**src/rtl/tte_pkg.sv**
```systemverilog
`timescale 1ns / 1ps
`default_nettype none

package tte_pkg;

  // Tap counter width: covers a window of up to sixteen taps.
  localparam int unsigned CNT_W = 5;
  localparam int unsigned TIME_W = 32;
  localparam int unsigned BPM_W = 16;
  localparam int unsigned MIN_W = 14;
  localparam int unsigned HELD_W = 4;

  // Dividend is 600e6 * (taps - 1), at most 9e9 for sixteen taps.
  localparam int unsigned NUM_W = 34;
  localparam logic [NUM_W-1:0] TENTHS_PER_US = NUM_W'(600000000);
  localparam int unsigned DIV_STEPS = NUM_W;
  localparam int unsigned STEP_W = $clog2(DIV_STEPS);

  // Configuration port.
  localparam int unsigned CFG_IDX_W = 2;
  localparam int unsigned CFG_DATA_W = 32;
  localparam logic [CFG_IDX_W-1:0] CFG_TIMEOUT = 2'd0;
  localparam logic [CFG_IDX_W-1:0] CFG_MIN_BPM = 2'd1;
  localparam logic [CFG_IDX_W-1:0] CFG_MAX_BPM = 2'd2;

  localparam logic [TIME_W-1:0] TIMEOUT_RST = 32'd2000000;
  localparam logic [MIN_W-1:0] MIN_BPM_RST = 14'd200;
  localparam logic [BPM_W-1:0] MAX_BPM_RST = 16'd9990;

  // One classified tap handed from front to back.
  typedef struct packed {
    logic [TIME_W-1:0] span;
    logic [CNT_W-1:0]  taps;
  } tap_job_t;

  typedef enum logic [1:0] {
    B_IDLE,
    B_DIV,
    B_OUT
  } back_state_e;

endpackage

`default_nettype wire

```
**src/rtl/tte_ram.sv**
```systemverilog
`timescale 1ns / 1ps
`default_nettype none

module tte_ram #(
  parameter int unsigned WIDTH = 32,
  parameter int unsigned DEPTH = 9
) (
  input  wire logic                     clk_i,
  input  wire logic                     we_i,
  input  wire logic [$clog2(DEPTH)-1:0] waddr_i,
  input  wire logic [WIDTH-1:0]         wdata_i,
  input  wire logic                     re_i,
  input  wire logic [$clog2(DEPTH)-1:0] raddr_i,
  output logic      [WIDTH-1:0]         rdata_o
);

  logic [WIDTH-1:0] mem_q [DEPTH];

  always_ff @(posedge clk_i) begin
    if (we_i) begin
      mem_q[waddr_i] <= wdata_i;
    end
    if (re_i) begin
      rdata_o <= mem_q[raddr_i];
    end
  end

endmodule

`default_nettype wire

```
**src/rtl/tte_front.sv**
```systemverilog
`timescale 1ns / 1ps
`default_nettype none

module tte_front #(
  parameter int unsigned WINDOW = 9
) (
  input  wire logic                         clk_i,
  input  wire logic                         rst_ni,
  input  wire logic                         push,
  output logic                              full,
  input  wire logic [tte_pkg::TIME_W-1:0]   tap_time_us_i,
  input  wire logic [tte_pkg::TIME_W-1:0]   timeout_us_i,
  output logic                              job_push_o,
  output tte_pkg::tap_job_t                 job_o,
  input  wire logic                         job_full_i
);

  localparam int unsigned SW = $clog2(WINDOW);
  localparam int unsigned IW = SW + 2;
  localparam int unsigned CW = tte_pkg::CNT_W;

  logic [SW-1:0] slot_q, slot_d, slot_base, slot_new;
  logic [CW-1:0] cnt_q, cnt_d, cnt_base, cnt_new;
  logic [tte_pkg::TIME_W-1:0] newest_q, gap;
  logic [tte_pkg::TIME_W-1:0] stg_t_q;
  logic [CW-1:0] stg_cnt_q;
  logic stg_vld_q, stg_vld_d;
  logic accept, restart;
  logic [IW-1:0] old_sum;
  logic [SW-1:0] old_idx;
  logic [tte_pkg::TIME_W-1:0] old_time;

  assign full   = stg_vld_q & job_full_i;
  assign accept = push & ~full;

  // History restarts when the gap to the newest held tap exceeds the timeout.
  assign gap     = tap_time_us_i - newest_q;
  assign restart = (cnt_q != '0) && (gap > timeout_us_i);

  always_comb begin
    slot_base = restart ? '0 : slot_q;
    cnt_base  = restart ? '0 : cnt_q;
    slot_new  = (slot_base == SW'(WINDOW - 1)) ? '0 : slot_base + SW'(1);
    cnt_new   = (cnt_base < CW'(WINDOW)) ? cnt_base + CW'(1) : cnt_base;
    // Oldest held slot: (slot_new + WINDOW - cnt_new) mod WINDOW.
    old_sum   = IW'(slot_new) + IW'(WINDOW) - IW'(cnt_new);
    if (old_sum >= IW'(WINDOW)) begin
      old_sum = old_sum - IW'(WINDOW);
    end
    old_idx   = old_sum[SW-1:0];
    slot_d    = accept ? slot_new : slot_q;
    cnt_d     = accept ? cnt_new : cnt_q;
  end

  tte_ram #(
    .WIDTH (tte_pkg::TIME_W),
    .DEPTH (WINDOW)
  ) u_times (
    .clk_i   (clk_i),
    .we_i    (accept),
    .waddr_i (slot_base),
    .wdata_i (tap_time_us_i),
    .re_i    (accept),
    .raddr_i (old_idx),
    .rdata_o (old_time)
  );

  assign job_push_o = stg_vld_q & ~job_full_i;
  assign job_o.span = stg_t_q - old_time;
  assign job_o.taps = stg_cnt_q;

  always_comb begin
    stg_vld_d = stg_vld_q;
    if (accept) begin
      stg_vld_d = 1'b1;
    end else if (job_push_o) begin
      stg_vld_d = 1'b0;
    end
  end

  always_ff @(posedge clk_i or negedge rst_ni) begin
    if (!rst_ni) begin
      slot_q    <= '0;
      cnt_q     <= '0;
      stg_vld_q <= 1'b0;
    end else begin
      slot_q    <= slot_d;
      cnt_q     <= cnt_d;
      stg_vld_q <= stg_vld_d;
    end
  end

  always_ff @(posedge clk_i) begin
    if (accept) begin
      newest_q  <= tap_time_us_i;
      stg_t_q   <= tap_time_us_i;
      stg_cnt_q <= cnt_new;
    end
  end

  a_accept_stages: assert property (@(posedge clk_i) disable iff (!rst_ni)
    accept |=> stg_vld_q && (cnt_q != '0) && (stg_cnt_q == cnt_q))
    else $error("accepted tap not staged with its count");

endmodule

`default_nettype wire

```
**src/rtl/tte_fifo.sv**
```systemverilog
`timescale 1ns / 1ps
`default_nettype none

module tte_fifo #(
  parameter int unsigned DEPTH = 2
) (
  input  wire logic              clk_i,
  input  wire logic              rst_ni,
  input  wire logic              push_i,
  input  tte_pkg::tap_job_t      data_i,
  output logic                   full_o,
  input  wire logic              pop_i,
  output tte_pkg::tap_job_t      data_o,
  output logic                   empty_o
);

  localparam int unsigned PW = $clog2(DEPTH);
  localparam int unsigned FW = $clog2(DEPTH + 1);

  tte_pkg::tap_job_t ent_q [DEPTH];
  logic [PW-1:0] wr_q, rd_q;
  logic [FW-1:0] fill_q;
  logic do_push, do_pop;

  assign full_o  = (fill_q == FW'(DEPTH));
  assign empty_o = (fill_q == '0);
  assign do_push = push_i & ~full_o;
  assign do_pop  = pop_i & ~empty_o;
  assign data_o  = ent_q[rd_q];

  always_ff @(posedge clk_i or negedge rst_ni) begin
    if (!rst_ni) begin
      wr_q   <= '0;
      rd_q   <= '0;
      fill_q <= '0;
    end else begin
      if (do_push) begin
        wr_q <= (wr_q == PW'(DEPTH - 1)) ? '0 : wr_q + PW'(1);
      end
      if (do_pop) begin
        rd_q <= (rd_q == PW'(DEPTH - 1)) ? '0 : rd_q + PW'(1);
      end
      if (do_push && !do_pop) begin
        fill_q <= fill_q + FW'(1);
      end else if (do_pop && !do_push) begin
        fill_q <= fill_q - FW'(1);
      end
    end
  end

  always_ff @(posedge clk_i) begin
    if (do_push) begin
      ent_q[wr_q] <= data_i;
    end
  end

endmodule

`default_nettype wire

```
**src/rtl/tte_back.sv**
```systemverilog
`timescale 1ns / 1ps
`default_nettype none

module tte_back (
  input  wire logic                        clk_i,
  input  wire logic                        rst_ni,
  input  wire logic                        job_empty_i,
  input  tte_pkg::tap_job_t                job_i,
  output logic                             job_pop_o,
  input  wire logic [tte_pkg::MIN_W-1:0]   min_bpm_tenths_i,
  input  wire logic [tte_pkg::BPM_W-1:0]   max_bpm_tenths_i,
  output logic                             empty,
  input  wire logic                        pop,
  output logic      [tte_pkg::BPM_W-1:0]   bpm_tenths_o,
  output logic                             tempo_valid_o,
  output logic      [tte_pkg::HELD_W-1:0]  taps_held_o
);

  localparam int unsigned NW = tte_pkg::NUM_W;
  localparam int unsigned TW = tte_pkg::TIME_W;
  localparam int unsigned CW = tte_pkg::CNT_W;

  tte_pkg::back_state_e state_q, state_d;

  logic [NW-1:0] quo_q, quo_d;
  logic [TW-1:0] rem_q, rem_d, dvs_q, dvs_d;
  logic [tte_pkg::STEP_W-1:0] step_q, step_d;
  logic bypass_q, bypass_d, vld_q, vld_d;
  logic [CW-1:0] taps_q, taps_d;
  logic [TW:0] rem_sh;
  logic fit;

  logic out_vld_q, out_vld_d, load;
  logic [tte_pkg::BPM_W-1:0] bpm_q, bpm_res;
  logic tv_q;
  logic [tte_pkg::HELD_W-1:0] held_q;
  logic [NW-1:0] lo_clamp;

  // One restoring step: shift in the next dividend bit, subtract if it fits.
  assign rem_sh = {rem_q, quo_q[NW-1]};
  assign fit    = (rem_sh >= {1'b0, dvs_q});

  always_comb begin
    lo_clamp = (quo_q < NW'(min_bpm_tenths_i)) ? NW'(min_bpm_tenths_i) : quo_q;
    if (bypass_q) begin
      bpm_res = quo_q[tte_pkg::BPM_W-1:0];
    end else if (lo_clamp > NW'(max_bpm_tenths_i)) begin
      bpm_res = max_bpm_tenths_i;
    end else begin
      bpm_res = lo_clamp[tte_pkg::BPM_W-1:0];
    end
  end

  always_comb begin
    state_d   = state_q;
    quo_d     = quo_q;
    rem_d     = rem_q;
    dvs_d     = dvs_q;
    step_d    = step_q;
    bypass_d  = bypass_q;
    vld_d     = vld_q;
    taps_d    = taps_q;
    job_pop_o = 1'b0;
    load      = 1'b0;
    case (state_q)
      tte_pkg::B_IDLE: begin
        if (!job_empty_i) begin
          job_pop_o = 1'b1;
          taps_d    = job_i.taps;
          if (job_i.taps < CW'(2)) begin
            quo_d    = '0;
            bypass_d = 1'b1;
            vld_d    = 1'b0;
            state_d  = tte_pkg::B_OUT;
          end else if (job_i.span == '0) begin
            quo_d    = NW'(max_bpm_tenths_i);
            bypass_d = 1'b1;
            vld_d    = 1'b1;
            state_d  = tte_pkg::B_OUT;
          end else begin
            quo_d    = tte_pkg::TENTHS_PER_US * NW'(job_i.taps - CW'(1));
            rem_d    = '0;
            dvs_d    = job_i.span;
            step_d   = '0;
            bypass_d = 1'b0;
            vld_d    = 1'b1;
            state_d  = tte_pkg::B_DIV;
          end
        end
      end
      tte_pkg::B_DIV: begin
        rem_d  = fit ? TW'(rem_sh - {1'b0, dvs_q}) : TW'(rem_sh);
        quo_d  = {quo_q[NW-2:0], fit};
        step_d = step_q + tte_pkg::STEP_W'(1);
        if (step_q == tte_pkg::STEP_W'(tte_pkg::DIV_STEPS - 1)) begin
          state_d = tte_pkg::B_OUT;
        end
      end
      tte_pkg::B_OUT: begin
        if (!out_vld_q || pop) begin
          load    = 1'b1;
          state_d = tte_pkg::B_IDLE;
        end
      end
      default: begin
        state_d = tte_pkg::B_IDLE;
      end
    endcase
  end

  always_comb begin
    out_vld_d = out_vld_q;
    if (load) begin
      out_vld_d = 1'b1;
    end else if (pop) begin
      out_vld_d = 1'b0;
    end
  end

  always_ff @(posedge clk_i or negedge rst_ni) begin
    if (!rst_ni) begin
      state_q   <= tte_pkg::B_IDLE;
      out_vld_q <= 1'b0;
    end else begin
      state_q   <= state_d;
      out_vld_q <= out_vld_d;
    end
  end

  always_ff @(posedge clk_i) begin
    quo_q    <= quo_d;
    rem_q    <= rem_d;
    dvs_q    <= dvs_d;
    step_q   <= step_d;
    bypass_q <= bypass_d;
    vld_q    <= vld_d;
    taps_q   <= taps_d;
    if (load) begin
      bpm_q  <= bpm_res;
      tv_q   <= vld_q;
      held_q <= tte_pkg::HELD_W'(taps_q);
    end
  end

  assign empty         = ~out_vld_q;
  assign bpm_tenths_o  = bpm_q;
  assign tempo_valid_o = tv_q;
  assign taps_held_o   = held_q;

  a_no_tempo_zero: assert property (@(posedge clk_i) disable iff (!rst_ni)
    (out_vld_q && !tv_q) |-> (bpm_q == '0))
    else $error("result without tempo carries nonzero bpm");

  a_div_to_out: assert property (@(posedge clk_i) disable iff (!rst_ni)
    (state_q == tte_pkg::B_DIV && step_q == tte_pkg::STEP_W'(tte_pkg::DIV_STEPS - 1))
      |=> (state_q == tte_pkg::B_OUT))
    else $error("divider overran its step count");

  a_hold_result: assert property (@(posedge clk_i) disable iff (!rst_ni)
    (out_vld_q && !pop) |=> (out_vld_q && $stable(bpm_q) && $stable(held_q)))
    else $error("waiting result changed");

endmodule

`default_nettype wire

```
**src/rtl/tap_tempo_estimator.sv**
```systemverilog
`timescale 1ns / 1ps
`default_nettype none

// Channel  | Handshake                   | Payload
// ---------+-----------------------------+--------------------------------------------
// tap in   | push / full, beat on        | tap_time_us_i[31:0]
//          |   push & !full              |
// tempo out| empty / pop, beat on        | bpm_tenths_o[15:0], tempo_valid_o,
//          |   pop & !empty              |   taps_held_o[3:0]
// config   | cfg_we_i, no wait           | cfg_idx_i[1:0], cfg_data_i[31:0]
//
// Flow: the front registers an accepted tap in its staging register and hands
//   it on to the job queue from there; the back pops a job in setup, runs the
//   restoring divider, then clamps and loads the output, taking no new job till
//   done. Taps with fewer than two held or a zero span skip the divider.
// Reset: window counters, queue and output valid clear; tap timestamps are
//   not cleared (only slots written since the last restart are used).
// Stalls: a held result stalls the back and reaches the front only through the
//   job queue; full rises only once the staged tap cannot enter a full job queue.
module tap_tempo_estimator #(
  parameter int unsigned WINDOW = 9
) (
  input  wire logic                             clk_i,
  input  wire logic                             rst_ni,
  // tap input
  input  wire logic                             push,
  output logic                                  full,
  input  wire logic [tte_pkg::TIME_W-1:0]       tap_time_us_i,
  // tempo results
  output logic                                  empty,
  input  wire logic                             pop,
  output logic      [tte_pkg::BPM_W-1:0]        bpm_tenths_o,
  output logic                                  tempo_valid_o,
  output logic      [tte_pkg::HELD_W-1:0]       taps_held_o,
  // configuration writes
  input  wire logic                             cfg_we_i,
  input  wire logic [tte_pkg::CFG_IDX_W-1:0]    cfg_idx_i,
  input  wire logic [tte_pkg::CFG_DATA_W-1:0]   cfg_data_i
);

  logic [tte_pkg::TIME_W-1:0] timeout_q;
  logic [tte_pkg::MIN_W-1:0]  min_bpm_q;
  logic [tte_pkg::BPM_W-1:0]  max_bpm_q;

  // Unknown indexes fall to the default arm and are dropped.
  always_ff @(posedge clk_i or negedge rst_ni) begin
    if (!rst_ni) begin
      timeout_q <= tte_pkg::TIMEOUT_RST;
      min_bpm_q <= tte_pkg::MIN_BPM_RST;
      max_bpm_q <= tte_pkg::MAX_BPM_RST;
    end else if (cfg_we_i) begin
      case (cfg_idx_i)
        tte_pkg::CFG_TIMEOUT: timeout_q <= cfg_data_i;
        tte_pkg::CFG_MIN_BPM: min_bpm_q <= cfg_data_i[tte_pkg::MIN_W-1:0];
        tte_pkg::CFG_MAX_BPM: max_bpm_q <= cfg_data_i[tte_pkg::BPM_W-1:0];
        default: begin
        end
      endcase
    end
  end

  logic              job_push, job_full, job_pop, job_empty;
  tte_pkg::tap_job_t job_in, job_out;

  // Front: timeout check, window bookkeeping, oldest-tap lookup, span.
  tte_front #(
    .WINDOW (WINDOW)
  ) u_front (
    .clk_i         (clk_i),
    .rst_ni        (rst_ni),
    .push          (push),
    .full          (full),
    .tap_time_us_i (tap_time_us_i),
    .timeout_us_i  (timeout_q),
    .job_push_o    (job_push),
    .job_o         (job_in),
    .job_full_i    (job_full)
  );

  // Two-entry queue decouples window update from the divider.
  tte_fifo #(
    .DEPTH (2)
  ) u_jobs (
    .clk_i   (clk_i),
    .rst_ni  (rst_ni),
    .push_i  (job_push),
    .data_i  (job_in),
    .full_o  (job_full),
    .pop_i   (job_pop),
    .data_o  (job_out),
    .empty_o (job_empty)
  );

  // Back: sequential divide, clamp, output register.
  tte_back u_back (
    .clk_i            (clk_i),
    .rst_ni           (rst_ni),
    .job_empty_i      (job_empty),
    .job_i            (job_out),
    .job_pop_o        (job_pop),
    .min_bpm_tenths_i (min_bpm_q),
    .max_bpm_tenths_i (max_bpm_q),
    .empty            (empty),
    .pop              (pop),
    .bpm_tenths_o     (bpm_tenths_o),
    .tempo_valid_o    (tempo_valid_o),
    .taps_held_o      (taps_held_o)
  );

endmodule

`default_nettype wire

```
**config.mk**
```make
export PLATFORM = sky130hd
export DESIGN_NAME = tap_tempo_estimator
export DESIGN_NICKNAME = d
export VERILOG_FILES = /design/src/rtl/tte_pkg.sv /design/src/rtl/tte_ram.sv /design/src/rtl/tte_front.sv /design/src/rtl/tte_fifo.sv /design/src/rtl/tte_back.sv /design/src/rtl/tap_tempo_estimator.sv
export SDC_FILE = /design/constraint.sdc
export NUM_CORES = 1
export LEC_CHECK = 0
export BUFFER_PORTS_ARGS = -buffer_cell sky130_fd_sc_hd__buf_4
export CAP_MARGIN = 20
export CORE_MARGIN = 2
export CORE_UTILIZATION = 34
export CTS_CLUSTER_SIZE = 10
export DETAILED_ROUTE_END_ITERATION = 12
export PLACE_DENSITY = 0.57
export SLEW_MARGIN = 20
export SYNTH_ARGS = -nofsm -noshare
export SYNTH_HDL_FRONTEND = slang
export SYNTH_HIERARCHICAL = 1
export SYNTH_SLANG_ARGS = --single-unit
```
**constraint.sdc**
```tcl
create_clock -name clk_i -period 23.6 [get_ports clk_i]
set_clock_uncertainty 0.2 [all_clocks]
set_input_delay 3.54 -clock clk_i [delete_from_list [all_inputs] [get_ports clk_i]]
set_output_delay 3.54 -clock clk_i [all_outputs]
set_load 0.01 [all_outputs]
```
==> Flow_metrics.wiki, run 1 <==
{| class="wikitable"
! Metric !! Value
|-
| Status || completed
|-
| TritonCTS buffer count || 78
|-
| Top flip-flop cell by instance count after synthesis || sky130_fd_sc_hd__edfxtp_1
|-
| Starting density of the core || between 30% and 40%
|-
| Largest net degree at the start of global routing || roughly 130
|-
| Die Outline Area || 105000 um2
|-
| Clock tree from TritonCTS || done
|-
| Syn. warnings || 6
|-
| Number of H-tree levels || 3
|-
| Required time at the worst-slack endpoint || 23.76 ns
|-
| Vertical extent of the die || 324 um
|-
| Combined buffer and inverter count along the critical path || 6
|-
| Total placed cells including tap cells || 4166
|-
| Number of global-route vias before repair || between 20k and 25k
|-
| Number of buffers inserted by post-CTS setup repair || 0
|-
| Fill cell instance count of the final layout || 9663
|-
| Nets || 3241
|-
| Post-synthesis cell area || between 30000 and 40000 um2
|-
| Area of all placed cells without fillers || 39600 um2
|-
| Most Frequent Cell on Critical Path || sky130_fd_sc_hd__ha_1
|-
| Share of flip-flops with an asynchronous set or reset after synthesis || 12.3%
|-
| Number of different library cells in the post-synthesis netlist || 87
|-
| Number of antenna violations at the first check in global routing || 2
|-
| Final period util || 53.9%
|-
| Width of the die || roughly 320 um
|-
| Fraction of final layout cells sized beyond drive strength 1 || between 10% and 20%
|-
| Total count of hold-check failures in the final report || 0
|-
| Maximum Capacitance Violations || 0
|-
| Pins Over Slew Limit || 0
|-
| FF+latch count, synth || between 600 and 700
|-
| Wire length of the first global-routing pass || 126000 um
|-
| Final setup viols || 0
|-
| Kind of critical path || in2reg
|-
| Cell class contributing the biggest share of worst-path delay || compound AO/OA/AOI/OAI gates
|-
| Final HPWL from detailed placement || roughly 55000 um
|-
| Kind of path behind the tightest hold check || reg2reg
|-
| Portion of the post-synthesis area used by sequential elements || 54.1%
|-
| Overall routing resource usage || 15.2%
|-
| Maximum fanout count along the critical path || between 100 and 150
|-
| Placed Area || 37200 um2
|-
| Tightest slew margin relative to the limit || between 30 and 40%
|-
| Setup Total Neg Slack || 0 ns
|-
| Clock Sink Count || about 640
|-
| Minimum period implied by the final worst setup slack || about 13 ns
|-
| Peak Freq || 78.7 MHz
|-
| Delay of the slowest cell on the worst path || 0.79 ns
|-
| Post-synthesis to final-layout area growth || 13.4%
|-
| Number of buffers between clock root and the deepest sink || 3
|-
| DRC viols || 0
|-
| Row count || 117
|-
| Via count normalized by instance count || 5.01
|-
| Slowest stage cell on the critical path || sky130_fd_sc_hd__a221oi_1
|-
| Via count || ~21k
|-
| Routability congestion estimate || 0.839
|-
| Final global-route overflow total || 0
|-
| Crit start category || input pin
|-
| Buffers added on ports || 93
|-
| Net count after synthesis || 3115
|-
| Hold-fix buffers at CTS || 0
|-
| Setup repair after global routing missed its margin || false
|-
| Mapped Cells || ~2.8k
|-
| Routed WL per cell || 18.8 um
|-
| CTS clock-pin slew for the worst setup and hold paths || 0.05 ns
|-
| Number of nets with antenna violations after routing || 0
|-
| Count of TritonRoute iterations in the first routing pass || 5
|-
| WHS || 0.192 ns
|-
| Worst slew pin tran || 1.03 ns
|-
| Top-Level Pins || 94
|-
| Clock tree root driver cell || sky130_fd_sc_hd__clkbuf_16
|-
| Number of enable flip-flop cells after synthesis || around 560
|-
| Number of DRC violations after detailed-routing iteration 0 || 1415
|-
| Aggregate routed wire length || 80400 um
|-
| Clock latency on the worst-skew pair || about 0.66 ns
|-
| Endpoint class of the critical path || flop
|-
| Post_cts resized || 0
|-
| Core Footprint || around 100000 um2
|-
| Number of standard cells in the layout, taps in and fillers out || 4284
|-
| Arr. time, crit path || 12.87 ns
|-
| Average footprint of a synthesized cell || 12.7 um2
|}
==> metal layers <==
metal | share of wire (%) | track usage [%] | vias up
met3 | 3.6 | 2.28 | 116
met1 | 47 | 20.9 | 10600
li1 | - | - | 10400
met5 | 0.012 | 0 | -
met4 | 2.6 | 4.83 | 2
met2 | 47 | 24.7 | 355
==> final timing paths <==
path                       slack (ns)                          end          startpoint  cells after the start
min reg2reg                      0.19        u_back/taps_held_o[1]    u_back/taps_q[1]                      0
min                              0.19        u_back/taps_held_o[1]    u_back/taps_q[1]                      0
max in group asynchronous       19.47                  u_jobs/rd_q              rst_ni                      2
max                             10.89  u_front/u_times/rdata_o[28]    tap_time_us_i[0]                     35
max reg2reg                     13.47  u_front/u_times/rdata_o[28]  u_front/stg_t_q[1]                     33
min in group asynchronous        2.67                 min_bpm_q[4]              rst_ni                      1
==> sequential cells by signal, summed over array words and instances (netlist names), 2 cells and up <==
signal / count
u_front/cnt_q: 5
u_front/stg_t_q: 32
u_back/step_q: 6
u_back/taps_q: 4
u_front/stg_cnt_q: 5
u_back/taps_held_o: 4
u_back/dvs_q: 32
u_back/quo_q: 34
u_back/rem_q: 32
u_front/slot_q: 4
max_bpm_q: 16
u_front/u_times/rdata_o: 32
min_bpm_q: 14
timeout_q: 32
u_jobs/fill_q: 2
u_front/u_times/mem_q: 288
u_jobs/ent_q: 74
u_back/state_q: 2
u_back/bpm_tenths_o: 16
==> Yosys cell counts (17+ instances only) <==
| master | number | area [um2] |
|---|---|---|
| sky130_fd_sc_hd__o31ai_1 | 18 | 135 |
| sky130_fd_sc_hd__nand3_1 | 32 | 160 |
| sky130_fd_sc_hd__nor2b_1 | 24 | 150 |
| sky130_fd_sc_hd__nand2_1 | 145 | 544 |
| sky130_fd_sc_hd__nor3_1 | 25 | 125 |
| sky130_fd_sc_hd__nor4_1 | 17 | 106 |
| sky130_fd_sc_hd__o21bai_1 | 20 | 150 |
| sky130_fd_sc_hd__o21ai_0 | 78 | 390 |
| sky130_fd_sc_hd__mux2_4 | 29 | 435 |
| sky130_fd_sc_hd__nor2_1 | 132 | 495 |
| sky130_fd_sc_hd__xnor2_1 | 71 | 622 |
| sky130_fd_sc_hd__o31ai_2 | 23 | 288 |
| sky130_fd_sc_hd__o22ai_1 | 35 | 219 |
| sky130_fd_sc_hd__a21o_1 | 75 | 563 |
| sky130_fd_sc_hd__mux2_2 | 151 | 1700 |
| sky130_fd_sc_hd__mux2i_1 | 83 | 831 |
| sky130_fd_sc_hd__a21oi_1 | 135 | 676 |
| sky130_fd_sc_hd__o21a_1 | 26 | 195 |
| sky130_fd_sc_hd__xor2_1 | 44 | 385 |
| sky130_fd_sc_hd__a22o_1 | 66 | 578 |
| sky130_fd_sc_hd__fa_1 | 41 | 821 |
| sky130_fd_sc_hd__inv_1 | 285 | 1070 |
| sky130_fd_sc_hd__nand2b_1 | 25 | 156 |
| sky130_fd_sc_hd__nand4_1 | 26 | 163 |
| sky130_fd_sc_hd__ha_1 | 250 | 3130 |
| sky130_fd_sc_hd__clkbuf_1 | 45 | 169 |
| sky130_fd_sc_hd__dfrtp_1 | 63 | 1580 |
| sky130_fd_sc_hd__edfxtp_1 | 562 | 16900 |
| sky130_fd_sc_hd__a211oi_1 | 19 | 143 |
==> cell families after synthesis <==
logic type / count (synthesis) / share of synthesized area [%]
XOR/XNOR: 115 / 2.89
AO/OA/AOI/OAI: 578 / 11.7
buffers and inverters: 363 / 4.36
multiplexers: 266 / 8.60
flip-flops: 641 / 54.1
AND/OR/NAND/NOR: 499 / 7.02
adder cells (fa/ha/maj): 291 / 11.3
==> layout by cell type (no fill, tap or decap), types with 83 or more instances in the layout <==
| cell type | instances |
|---|---|
| sky130_fd_sc_hd__mux2_2 | 151 |
| sky130_fd_sc_hd__buf_4 | 122 |
| sky130_fd_sc_hd__a21oi_1 | 134 |
| sky130_fd_sc_hd__nor2_1 | 122 |
| sky130_fd_sc_hd__mux2i_1 | 83 |
| sky130_fd_sc_hd__inv_1 | 284 |
| sky130_fd_sc_hd__ha_1 | 250 |
| sky130_fd_sc_hd__edfxtp_1 | 562 |
| sky130_fd_sc_hd__nand2_1 | 145 |
==> per-stage QoR <==
step                      utilization, %  setup WS (ns)
after floorplan                        -          12.50
after global placement              36.6          10.43
after detailed placement            36.6          10.38
after CTS                           38.9          11.06
after global routing                38.9          10.51
final                               38.9          10.89
==> final cells by class <==
| class | count | area, um2 | share of cell area [%] |
|---|---|---|---|
| antenna | 2 | 5.00 | 0.0126 |
| clock buffer | 95 | 2020 | 5.09 |
| clock inverter | 20 | 303 | 0.765 |
| inverter | 285 | 1070 | 2.71 |
| multi-input combinational | 1749 | 14600 | 37.0 |
| sequential | 641 | 18900 | 47.7 |
| tap | 1368 | 1710 | 4.33 |
| timing repair buffer | 124 | 956 | 2.42 |
Power of run 1 is not shown: default switching activity piles up to over one toggle a cycle in this logic, so the estimate is an artifact.
==> run 2, diff against run 1 <==
- PLACE_DENSITY: 0.57 -> 0.58
- clock period: 23.6 -> 10.8 ns (I/O delays scaled with it)
==> run 2 against run 1 <==
- final cell count grew 0.40%
- critical endpoint unchanged
- first-iteration DRC count is the same
- design area grew 0.25%
- worst hold slack gained 0.035 ns
- flip-flop and latch count is the same
- global-route usage grew 0.070 points
- clock-buffer cell count grew 11
==> Flow_metrics.wiki, run 2 (synthesis gave the netlist of run 1 again) <==
{| class="wikitable"
! Metric !! Value
|-
| Status || completed
|-
| Number of H-tree levels || 3 (unchanged)
|-
| Clock tree root driver cell || sky130_fd_sc_hd__clkbuf_16
|-
| Buffers added on ports || 93 (unchanged)
|-
| Final period util || 88.9%
|-
| Clock Sink Count || 641 (unchanged)
|-
| Routed WL per cell || 18.9 um (+0.92%)
|-
| Top register by number of flip-flops || u_front/u_times/mem_q
|-
| DRC viols || 0 (unchanged)
|-
| Required time at the worst-slack endpoint || 10.99 ns (-12.77 ns)
|-
| Number of DRC violations after detailed-routing iteration 0 || 1415 (unchanged)
|-
| Number of antenna violations at the first check in global routing || 1 (-1)
|-
| Width of the die || 324 um (unchanged)
|-
| Routability congestion estimate || 0.847 (+0.99%)
|-
| Final global-route overflow total || 0 (unchanged)
|-
| Via count normalized by instance count || 4.98 (-0.58%)
|-
| Maximum fanout count along the critical path || 36 (-72%)
|-
| Largest regs || u_front/u_times/mem_q (288), u_jobs/ent_q (74), u_back/quo_q (34)
|-
| Aggregate routed wire length || 81400 um (+1.3%)
|-
| Number of buffers between clock root and the deepest sink || 3 (unchanged)
|-
| Post_cts resized || 0 (unchanged)
|-
| Pins Over Slew Limit || 0 (unchanged)
|-
| Tightest slew margin relative to the limit || 29.9% (-1.3 points)
|-
| Final setup viols || 0 (unchanged)
|-
| Most common cell after layout, fill and taps aside || sky130_fd_sc_hd__edfxtp_1
|-
| Wire length of the first global-routing pass || 127000 um (+0.60%)
|-
| Fraction of final layout cells sized beyond drive strength 1 || 16.8% (+0.17 points)
|-
| Delay of the slowest cell on the worst path || 0.54 ns (-0.25 ns)
|-
| Vertical extent of the die || 324 um (unchanged)
|-
| Number of global-route vias before repair || 21.7k (+0.96%)
|-
| Final HPWL from detailed placement || 56300 um (+2.2%)
|-
| Most Frequent Cell on Critical Path || sky130_fd_sc_hd__a21oi_1
|-
| Slowest stage cell on the critical path || sky130_fd_sc_hd__o221ai_1
|-
| Overall routing resource usage || 15.3% (+0.070 points)
|-
| Largest register FFs || 288 (unchanged)
|-
| Row count || 117 (unchanged)
|-
| Largest net degree at the start of global routing || 64 (-50%)
|-
| Hold-fix buffers at CTS || 0 (unchanged)
|-
| TritonCTS buffer count || 77 (-1.3%)
|-
| Via count || 21.4k (-0.18%)
|-
| Starting density of the core || 34.3% (unchanged)
|-
| Kind of path behind the tightest hold check || reg2reg
|-
| Number of nets with antenna violations after routing || 0 (unchanged)
|-
| Kind of critical path || in2reg
|-
| Setup Total Neg Slack || 0 ns (unchanged)
|-
| Nets || 3254 (+0.40%)
|-
| Clock latency on the worst-skew pair || 0.65 ns (about the same)
|-
| Minimum period implied by the final worst setup slack || 9.60 ns
|-
| Crit start category || input pin
|-
| Endpoint class of the critical path || flop
|-
| WHS || 0.228 ns (+0.0353 ns)
|-
| Number of buffers inserted by post-CTS setup repair || 0 (unchanged)
|-
| CTS clock-pin slew for the worst setup and hold paths || 0.05 ns (about the same)
|-
| Commonest cells after routing, fill and taps aside || 562 x sky130_fd_sc_hd__edfxtp_1, 284 x sky130_fd_sc_hd__inv_1, 250 x sky130_fd_sc_hd__ha_1
|-
| Die Outline Area || 105000 um2 (unchanged)
|-
| Count of antenna diodes in the layout || 0 (-2)
|-
| Core Footprint || 102000 um2 (unchanged)
|-
| Post-synthesis to final-layout area growth || 13.7%
|-
| Clock tree from TritonCTS || done
|-
| Count of TritonRoute iterations in the first routing pass || 5 (unchanged)
|-
| Top-Level Pins || 94 (unchanged)
|-
| Setup repair after global routing missed its margin || false
|-
| Peak Freq || 104 MHz
|-
| Maximum Capacitance Violations || 0 (unchanged)
|-
| Arr. time, crit path || 9.79 ns (-3.08 ns)
|-
| Total count of hold-check failures in the final report || 0 (unchanged)
|-
| Worst slew pin tran || 1.05 ns (+0.0198 ns)
|}
## run 2: per-layer routing
layer	track usage, %	vias to the layer above	share of wire (%)
met3	1.98	104	3.1
met2	25.9	333	48
met4	4.87	0	2.7
met5	0	-	0
met1	20.3	10500	46
li1	-	10400	-
## run 2: stage by stage
stage	area [um2]	instances	worst slack, ns	util [%]
after floorplan	34900	2753	1.62	-
after global placement	37400	4180	0.624	36.8
after detailed placement	37400	4180	0.598	36.8
after CTS	39600	4300	1.27	39.0
after global routing	39700	4301	0.485	39.0
final	39700	4301	1.20	39.0
## run 2: final timing paths
path,startpoint,to,slack (ns),cells after the start
worst max-delay path,tap_time_us_i[0],u_front/u_times/rdata_o[28],1.20,39
worst min-delay path,u_back/taps_q[1],u_back/taps_held_o[1],0.23,0
worst max register to register,u_front/stg_t_q[1],u_front/u_times/rdata_o[28],2.02,36
worst min register to register,u_back/taps_q[1],u_back/taps_held_o[1],0.23,0
max in group asynchronous,rst_ni,u_jobs/rd_q,8.52,2
min in group asynchronous,rst_ni,timeout_q[4],0.64,1
## run 2: worst max-delay path: cells and delay by family
family	cells	cell delay, ns
fa+ha+maj	6	1.81
buf+inv	8	1.19
mux	1	0.36
compound gates	14	3.34
simple gates	7	0.93
xor+xnor	3	0.45
## run 2: cell type report
| type | instances | area, um2 |
|---|---|---|
| clock buffer | 106 | 2070 |
| clock inverter | 14 | 180 |
| fill | 9705 | 62100 |
| inverter | 285 | 1070 |
| multi-input combinational | 1749 | 14600 |
| sequential | 641 | 18900 |
| tap | 1368 | 1710 |
| timing repair buffer | 138 | 1140 |
Power of run 2 is left out for the same reason.
==> run 3, diff against run 2 <==
- ABC_AREA: unset -> 1
==> run 3 against run 2 <==
- die area rose by 10%
- clock-buffer cell count decreased by 2
- register-to-register slack gained 0.76 ns
- area after synthesis rose by 10%
- via count up 36%
==> Flow_metrics.wiki, run 3 <==
{| class="wikitable"
! Metric !! Value
|-
| Status || completed
|-
| Number of H-tree levels || 3 (unchanged)
|-
| Buffers added on ports || 93 (unchanged)
|-
| Die Outline Area || 116000 um2 (+10%)
|-
| Kind of critical path || in2reg
|-
| Vertical extent of the die || 340 um (+4.9%)
|-
| Core Footprint || 112000 um2 (+10%)
|-
| Most Frequent Cell on Critical Path || sky130_fd_sc_hd__nand2_1
|-
| Setup repair after global routing missed its margin || false
|-
| Number of buffers between clock root and the deepest sink || 3 (unchanged)
|-
| Cells on worst reg2reg path || 46 (+28%)
|-
| Minimum period implied by the final worst setup slack || 8.85 ns (-0.745 ns)
|-
| Share of the synthesized area in the top cell type || 43.9% (-4.5 points)
|-
| Most common cell after layout, fill and taps aside || sky130_fd_sc_hd__nand2_1
|-
| Number of global-route vias before repair || 28.1k (+30%)
|-
| Top register by number of flip-flops || u_front/u_times/mem_q
|-
| Cells taking the most area after synthesis || sky130_fd_sc_hd__edfxtp_1 44%, sky130_fd_sc_hd__nand2_1 13%, sky130_fd_sc_hd__ha_1 8.1%
|-
| Number of enable flip-flop cells after synthesis || 562 (unchanged)
|-
| Capturing instance or port of the critical path || u_front/u_times/rdata_o[9]
|-
| Top-Level Pins || 94 (unchanged)
|-
| Endpoint class of the critical path || flop
|-
| Hold-fix buffers at CTS || 0 (unchanged)
|-
| Peak Freq || 113 MHz (+8.4%)
|-
| Final period util || 82.0% (-6.9 points)
|-
| Tightest slew margin relative to the limit || 29.9% (about the same)
|-
| List of most frequent post-synthesis cells || 1375 x sky130_fd_sc_hd__nand2_1, 784 x sky130_fd_sc_hd__inv_1, 562 x sky130_fd_sc_hd__edfxtp_1, 374 x sky130_fd_sc_hd__nand3_1, 250 x sky130_fd_sc_hd__ha_1
|-
| FF+latch count, synth || 641 (unchanged)
|-
| Number of antenna violations at the first check in global routing || 1 (unchanged)
|-
| Top flip-flop cell by instance count after synthesis || sky130_fd_sc_hd__edfxtp_1
|-
| CTS clock-pin slew for the worst setup and hold paths || 0.05 ns (about the same)
|-
| Share of flip-flops with an asynchronous set or reset after synthesis || 12.3% (unchanged)
|-
| Number of different library cells in the post-synthesis netlist || 54 (-38%)
|-
| Post_cts resized || 0 (unchanged)
|-
| Portion of the post-synthesis area used by sequential elements || 49.1% (-5.0 points)
|-
| Register-to-register path setup slack || 2.78 ns (+0.76 ns)
|-
| Largest net degree at the start of global routing || 129 (+100%)
|-
| Total count of hold-check failures in the final report || 0 (unchanged)
|-
| Kind of path behind the tightest hold check || reg2reg
|-
| Final global-route overflow total || 0 (unchanged)
|-
| Commonest cells after routing, fill and taps aside || 1375 x sky130_fd_sc_hd__nand2_1, 784 x sky130_fd_sc_hd__inv_1, 562 x sky130_fd_sc_hd__edfxtp_1
|-
| Largest regs || u_front/u_times/mem_q (288), u_jobs/ent_q (74), u_back/quo_q (34)
|-
| Count of TritonRoute iterations in the first routing pass || 5 (unchanged)
|-
| Number of buffers inserted by post-CTS setup repair || 0 (unchanged)
|-
| DRC viols || 0 (unchanged)
|-
| Wire length of the first global-routing pass || 162000 um (+28%)
|-
| Maximum Capacitance Violations || 0 (unchanged)
|-
| Overall routing resource usage || 17.8% (+2.5 points)
|-
| Beginning of the worst register-to-register path || u_front/stg_t_q[0]
|-
| Launch point of the worst path || tap_time_us_i[0]
|-
| Clock latency on the worst-skew pair || 0.64 ns (about the same)
|-
| Setup Total Neg Slack || 0 ns (unchanged)
|-
| Maximum fanout count along the critical path || 35 (-2.8%)
|-
| Clock tree root driver cell || sky130_fd_sc_hd__clkbuf_16
|-
| Arr. time, crit path || 9.03 ns (-0.76 ns)
|-
| Final HPWL from detailed placement || 73400 um (+30%)
|-
| Largest register FFs || 288 (unchanged)
|-
| Worst slew pin tran || 1.05 ns (-0.00403 ns)
|-
| Crit start category || input pin
|-
| Net count after synthesis || 4815 (+55%)
|-
| Via count normalized by instance count || 4.81 (-3.5%)
|-
| Most instantiated library cell after synthesis || sky130_fd_sc_hd__nand2_1
|-
| Number of nets with antenna violations after routing || 0 (unchanged)
|-
| Pins Over Slew Limit || 0 (unchanged)
|-
| Post-synthesis to final-layout area growth || 12.2%
|-
| Starting density of the core || 34.2% (-0.057 points)
|-
| Required time at the worst-slack endpoint || 10.98 ns (about the same)
|-
| Delay of the slowest cell on the worst path || 0.52 ns (-0.02 ns)
|-
| Routability congestion estimate || 0.935 (+10%)
|-
| Width of the die || 340 um (+4.9%)
|-
| Routed WL per cell || 17.1 um (-9.8%)
|-
| Aggregate routed wire length || 104000 um (+28%)
|-
| End of the worst register-to-register path || u_front/u_times/rdata_o[9]
|-
| Via count || 29.2k (+36%)
|-
| TritonCTS buffer count || 77 (unchanged)
|-
| Fill cell instance count of the final layout || 11.4k (+18%)
|-
| Nets || 4903 (+51%)
|-
| Row count || 123 (+5.1%)
|-
| Clock Sink Count || 641 (unchanged)
|-
| Final setup viols || 0 (unchanged)
|-
| Largest area contributor in the synthesized netlist || sky130_fd_sc_hd__edfxtp_1
|-
| Syn. warnings || 6 (unchanged)
|-
| Slowest stage cell on the critical path || sky130_fd_sc_hd__clkinv_2
|-
| Average footprint of a synthesized cell || 8.64 um2 (-32%)
|-
| Clock tree from TritonCTS || done
|-
| Number of DRC violations after detailed-routing iteration 0 || 2400 (+70%)
|-
| Mapped Cells || 4453 (+62%)
|-
| Post-synthesis cell area || 38500 um2 (+10%)
|-
| Fraction of final layout cells sized beyond drive strength 1 || 7.36% (-9.4 points)
|}
[run 3: layout make-up]
type	count	area (um2)	share of cell area, %
inverters	796	2990	6.93
multi-input cells	2895	16100	37.2
flip-flops and latches	641	18900	43.7
diodes	2	5.00	0.0116
clock buffers	104	2060	4.77
well taps	1500	1880	4.35
clock inverters	14	243	0.563
repair buffers	130	1030	2.40
[run 3: per-stage QoR]
stage	area [um2]	utilization [%]	hold slack, ns	setup slack, ns	std cells
2_1_floorplan	38500	-	0.200	1.18	4453
3_3_place_gp	40800	36.3	0.227	1.35	5960
3_5_place_dp	40800	36.3	0.230	1.31	5960
4_1_cts	43100	38.4	0.242	1.95	6078
5_1_grt	43100	38.4	0.248	1.34	6080
6_report	43100	38.4	0.242	1.95	6082
[run 3: kinds of logic after synthesis]
| kind of cell | after synthesis | share of synthesized area (%) |
|---|---|---|
| AOI/OAI and AO/OA | 332 | 5.04 |
| xor gates and xnor gates | 89 | 2.03 |
| adders and majority gates | 291 | 10.3 |
| buffers and inverters | 917 | 9.63 |
| DFF | 641 | 49.1 |
| and+or+nand+nor | 2183 | 24.0 |
[run 3: critical path: cells and delay by family]
kind                       cells  cell delay, ns
xor gates and xnor gates       2            0.68
buffers and inverters          9            1.48
adders and majority gates      6            1.75
AOI/OAI and AO/OA              6            0.93
and+or+nand+nor               25            2.56
[run 3: worst min path at each step]
stage | from | slack (ns) | endpoint | cells past startpoint
after floorplan | u_back/taps_q[0] | 0.20 | u_back/taps_held_o[0] | 0
after global placement | u_front/stg_cnt_q[3] | 0.23 | u_jobs/ent_q[1][3] | 0
after detailed placement | u_front/stg_cnt_q[4] | 0.23 | u_jobs/ent_q[1][4] | 0
after CTS | u_front/stg_cnt_q[4] | 0.24 | u_jobs/ent_q[1][4] | 0
after global routing | u_front/stg_cnt_q[4] | 0.25 | u_jobs/ent_q[1][4] | 0
final | u_front/stg_cnt_q[4] | 0.24 | u_jobs/ent_q[1][4] | 0
[run 3: metal layers]
metal  share of wire [%]  up-vias  global-route usage [%]
met2                  45      741                    28.3
met1                  48    13800                    25.7
met5               0.013        -                       0
met4                 1.8        2                    3.91
met3                 5.2      126                    2.38
li1                    -    14500                       -
Power of run 3 is left out for the same reason.
